### config.mk
export PLATFORM = sky130hd
export DESIGN_NAME = pfpr_div
export DESIGN_NICKNAME = d
export VERILOG_FILES = /design/src/hw/rtl/pfpr_div.sv
export SDC_FILE = /design/constraint.sdc
export NUM_CORES = 2
export LEC_CHECK = 0
export BUFFER_PORTS_ARGS = -buffer_cell sky130_fd_sc_hd__clkbuf_2
export CORE_UTILIZATION = 60
export CTS_CLUSTER_SIZE = 24
export DETAILED_ROUTE_END_ITERATION = 10
export GPL_TIMING_DRIVEN = 0
export PLACE_DENSITY_LB_ADDON = 0.2
export SLEW_MARGIN = 0
export SYNTH_ARGS = -nofsm -noshare
export SYNTH_HDL_FRONTEND = slang
export SYNTH_MEMORY_MAX_BITS = 65536
export SYNTH_SLANG_ARGS = --single-unit
### constraint.sdc
create_clock -name clk_i -period 4.1 [get_ports clk_i]
set_clock_uncertainty 0.15 [all_clocks]
set_input_delay 0.82 -clock clk_i [delete_from_list [all_inputs] [get_ports clk_i]]
set_output_delay 0.82 -clock clk_i [all_outputs]
set_load 0.01 [all_outputs]
### src/hw/rtl/pfpr_div.sv
// ----------------------------------------------------------------------------
// pfpr_div
// Pipelined restoring divider, one quotient bit per stage, with sideband.
// ----------------------------------------------------------------------------
module pfpr_div #(
  parameter int NW = 32,
  parameter int DW = 32,
  parameter int SW = 1
) (
  input  logic          clk_i,
  input  logic          rst_ni,
  input  logic          en_i,
  input  logic          valid_i,
  input  logic [NW-1:0] num_i,
  input  logic [DW-1:0] den_i,
  input  logic [SW-1:0] side_i,
  output logic          valid_o,
  output logic [NW-1:0] quo_o,
  output logic [SW-1:0] side_o
);

  logic          v_q    [NW];
  logic [DW-1:0] rem_q  [NW];
  logic [NW-1:0] quo_q  [NW];
  logic [NW-1:0] num_q  [NW];
  logic [DW-1:0] den_q  [NW];
  logic [SW-1:0] side_q [NW];

  for (genvar k = 0; k < NW; k++) begin : g_stage
    logic          pv;
    logic [DW-1:0] prem;
    logic [NW-1:0] pquo;
    logic [NW-1:0] pnum;
    logic [DW-1:0] pden;
    logic [SW-1:0] pside;
    logic [DW:0]   trial;
    logic [DW:0]   diff;
    logic          ge;

    if (k == 0) begin : g_first
      assign pv    = valid_i;
      assign prem  = '0;
      assign pquo  = '0;
      assign pnum  = num_i;
      assign pden  = den_i;
      assign pside = side_i;
    end else begin : g_next
      assign pv    = v_q[k-1];
      assign prem  = rem_q[k-1];
      assign pquo  = quo_q[k-1];
      assign pnum  = num_q[k-1];
      assign pden  = den_q[k-1];
      assign pside = side_q[k-1];
    end

    assign trial = {prem, pnum[NW-1]};
    assign diff  = trial - {1'b0, pden};
    assign ge    = trial >= {1'b0, pden};

    always_ff @(posedge clk_i or negedge rst_ni) begin
      if (!rst_ni) begin
        v_q[k] <= 1'b0;
      end else if (en_i) begin
        v_q[k] <= pv;
      end
    end

    always_ff @(posedge clk_i) begin
      if (en_i) begin
        rem_q[k]  <= ge ? diff[DW-1:0] : trial[DW-1:0];
        quo_q[k]  <= {pquo[NW-2:0], ge};
        num_q[k]  <= {pnum[NW-2:0], 1'b0};
        den_q[k]  <= pden;
        side_q[k] <= pside;
      end
    end
  end

  assign valid_o = v_q[NW-1];
  assign quo_o   = quo_q[NW-1];
  assign side_o  = side_q[NW-1];

endmodule

Yosys cells after proc, flatten, opt, wreduce, memory -nomap -nowiden
Memory sizes are Yosys's and may differ from the RTL's. Index checks and enable logic that the tools add are counted.

Register bits after elaboration: 32. Memories: 5. Bits in writable memories: 4096. Logic and storage cells: 135. Input port bits: 69. Output and inout bits: 34. Memory bits (read-only): 0. Latch bits: 0.

Add/subtract/negate cells: 32. Bitwise logic cells: 0. Div/mod/pow operators: 0. Magnitude comparators: 32. Eq/ne operators: 0. $mul: 0. Mux-type cells: 34. Reduce and logical (&&, ||, !) cells: 0. Shifts and indexed selects: 0.

Memory list: den_q (words 32, bits a word 32, rd ports 31, clocked after Yosys merged registers in 0, write ports 32, RTL line 26) `logic [DW-1:0] den_q [NW];`; quo_q (words 32, bits a word 32, rd ports 32, clocked after Yosys merged registers in 0, write ports 32, RTL line 24) `logic [NW-1:0] quo_q [NW];`; rem_q (words 32, bits a word 32, rd ports 31, clocked after Yosys merged registers in 0, write ports 32, RTL line 23) `logic [DW-1:0] rem_q [NW];`; num_q (words 32, bits a word 31, rd ports 31, clocked after Yosys merged registers in 0, write ports 32, RTL line 25) `logic [NW-1:0] num_q [NW];`; side_q (words 32, bits a word 1, rd ports 32, clocked after Yosys merged registers in 0, write ports 32, RTL line 27) `logic [SW-1:0] side_q [NW];`.

Operators with widths (count): $mux 32 (32); $ge 33x32->1 (31); $sub 32x32->32 (31); $ge 1x32->1 (1); $sub 1x32->32 (1); $mux 1 (2).

Depth between registers and ports, before layout
An unclocked memory read counts as a cell.

Depth in word-level cells: 3. Gate-level depth with buffers: 16.

Worst setup path after synthesis
OpenSTA, ideal clock, no wires.

Path kind: register to register. Start point: memory den_q[17][1] (netlist: den_q[1][33]). End point: memory rem_q[18][13], data pin. Cell stages (with the launch flop): 14. Path slack: 0.316 ns. Arrival time: 3.374 ns. Period minus slack after synthesis: 3.784 ns. Path through: edfxtp_1 > inv_1 > ha_1 > nor2b_1 > o31ai_2 > a31oi_1 > o21ai_1 > o211ai_1 > a21o_1 > a41o_1 > a2111o_1 > a311oi_2 > buf_2 > mux2_2.

RTL lines (RTL line): start, declared (26); end, declared (23).

==> run_results.csv <==
group,metric,value,unit
sta,report.final.setup_viol,0,
die,core_area,256700,sq um
die,die_w,510.1,microns
logic_synthesis,synth_edf_count,3040,
sta,drv_slew,0,
die,rows,186,
detailed_routing,wl,368300,microns
detailed_routing,viasPerCell,5.985,
logic_synthesis,synth_ff_type,"edfxtp_1",
place,portBuffers,102,
place,dp.cells,16180,
place,place_hpwl,267500,microns
run_status,outcome,"completed",
layout,layout-drive-gt1-share,10.79,%
grt,grt_max_degree,134,
detailed_routing,via_count,101200,
layout,layout.nets,14350,
hold_path,hold_path.class,"primary input to flop",
detailed_routing,drt_iter0_drc,9021,
critical_path,cp-end-kind,"flop",
place,place_ws,-2.368,ns
power_and_ir_drop,power_density,813.3,nW/um^2
critical_path,path_class,"flop to flop",
logic_synthesis,synth_seq_area_share,59.45,%
sta,hold_slack,0.1013,ns
layout,syn2layout_area_growth,12.66,%
critical_path,r2r_start,"rem_q[22][0]",
clock_network,numCtsBuffers,322,
clock_network,clkLatencyLatePin,0.93,ns
logic_synthesis,yosysWarnings,0,
sta,fin_crit,4.073,ns
clock_network,clk_pin_slew,0.06,ns
critical_path,critPathLaunch,"rem_q[22][0]",
sta,slew_headroom,41.78,%
critical_path,cp.required,4.58,ns
critical_path,crit_path_max_fanout,10,
grt,gr-usage-met2,46.42,%
die,die_h,510.1,microns
grt,use_met1,37.19,%
clock_network,clockBufferDepth,4,
grt,track_usage,27.72,%
detailed_routing,dr.pass1.iters,8,
detailed_routing,routedWlPerCell,21.78,microns
sta,grt_setup_unrepaired,"true",
run,cap_violations,0,
sta,fmax,0.2455,GHz
sta,hold_viol,0,
logic_synthesis,synth_nets,13760,
layout,instances_no_fill,16910,
logic_synthesis,syn_area,154900,sq um
grt,use_met3,3.767,%
sta,tns,0,ns
logic_synthesis,yosys.area.top_type_share,58.93,%
grt,top_usage_layer,"met2",
detailed_routing,drc,0,
die,num_io_pins,103,
critical_path,rr_endpoint,"rem_q[23][24]",
critical_path,r2r_slack,0.03,ns
sta,worst_slew_pin_slew,0.8621,ns
logic_synthesis,synth_area_leaders,"edfxtp_1, ha_1, a21oi_1",
critical_path,start_kind,"flop",
logic_synthesis,synthDistinctLibCells,95,
power_and_ir_drop,finalPower,141.9,mW
place,gp_congestion,0.9534,
grt,grt_pass1_vias,98610,
clock_network,cts_tree,"done",
hold_path,hold_end,"num_q[0][16]",
grt,antenna_found_initial,14,
hold_path,hold_start,"num_i[16]",
sta,fin_ws,0.02726,ns
clock_network,cts_max_level,5,
logic_synthesis,synth_area_leader_cell,"edfxtp_1",
logic_synthesis,synthArstFlopShare,1.042,%
hold_path,whs_path_depth,1,
power_and_ir_drop,peakVddDrop,0.4522,mV
grt,grt_overflow,0,
logic_synthesis,avgSynthCellArea,12.23,sq um
die,die-area,260200,sq um
logic_synthesis,synth_seq_cells,3072,
grt,grt_pass1_wl,559600,microns
sta,period_share,99.34,%
clock_network,cts-root-buf,"clkbuf_16",
critical_path,r2r_cells,13,
die,start_util,60.35,%
clock_network,clkSinkCount,3072,
critical_path,arrival,4.56,ns
logic_synthesis,netlist_instances,12670,
power_and_ir_drop,p_leak,70.32,nW
detailed_routing,drtAntennaViolNets,0,
[worst max-delay path: stages, from the launching register on]
cell	delay, ns
edfxtp_1	0.49
ha_1	0.36
nor2b_1	0.15
o21a_1	0.18
o21a_1	0.20
o31a_1	0.29
o21ai_4	0.20
o21ai_4	0.12
a2111oi_4	0.43
nand3_1	0.13
a311o_1	0.36
buf_2	0.20
buf_4	0.23
mux2_2	0.31
[routing by layer]
metal  routed length (microns)  up-vias
met1                    156500    49390
met3                     20790      758
met4                     12800        6
met5                        44        -
li1                          -    47990
met2                    178200     3089
[state kept, by name, indices dropped and copies added, names as in the netlist]
register and cells:
den_q 992, rem_q 992, quo_q 528, num_q 496, side_q 32, g_stage.pv 31, valid_o 1
[Yosys cell counts, drive strengths merged (118+ instances only)]
master and count:
edfxtp 3040, inv 1259, a21oi 1026, ha 994, nand2 861, o21ai 825
nor2 605, a21o 533, xnor2 483, mux2 359, xor2 331, clkbuf 273
nand3 207, nand4 173, nor2b 132, nand2b 123, o21a 118
[timing repair]
item,4_1_cts,5_1_grt
pin swaps,16,43
resized for setup,264,308
endpoints found under the setup margin,1572,1044
hold buffers,64,1
buffers inserted,24,53
gates cloned,10,4
hold endpoints to repair,95,1
[cell usage in the layout (no fill, tap or decap), drive strengths merged, types with 483 or more instances in the layout]
master,n
inv,1283
edfxtp,3040
a21o,533
xnor2,483
nor2,605
o21ai,825
clkbuf,708
a21oi,1026
ha,994
nand2,861
[cells by family after synthesis]
logic type | count (synthesis) | synth area share [%]
AND/OR/NAND/NOR | 2527 | 7.721
buffers and inverters | 1566 | 3.824
flip-flops | 3072 | 59.45
multiplexers | 386 | 2.787
adder cells (fa/ha/maj) | 1024 | 8.416
AO/OA/AOI/OAI | 3278 | 13.20
XOR/XNOR | 814 | 4.602
[worst max-delay path by stage]
stage	to	slack [ns]	cells after the start
after floorplan	rem_q[18][13]	0.32	13
after CTS	rem_q[28][27]	0.0002	14
final	rem_q[23][24]	0.03	13
after global routing	rem_q[17][4]	-0.04	12
after global placement	num_q[12][19]	-48.05	1
after detailed placement	g_stage[30].pv	-2.37	11
[per-stage QoR]
stage	cell area, sq um	util [%]
2_1_floorplan	154900	-
3_3_place_gp	159700	62.20
3_5_place_dp	160400	62.48
4_1_cts	173100	67.44
5_1_grt	174500	67.99
6_report	174500	67.99
[cell type report]
cell class | count | area (sq um)
Clock inverter | 218 | 2446
Sequential cell | 3072 | 92090
Buffer | 287 | 1515
Inverter | 1259 | 4726
Timing Repair Buffer | 283 | 2897
Fill cell | 18440 | 82170
Clock buffer | 376 | 8323
Tap cell | 3384 | 4234
Antenna cell | 5 | 12.51
Multi-Input combinational cell | 8030 | 58280
[report_power, final]
part,internal [mW],switching [mW]
combinational,26.0,36.4
clock,17.2,12.6
sequential,45.1,4.71
total,88.3,53.7
Power figures use the tool's default switching activity.
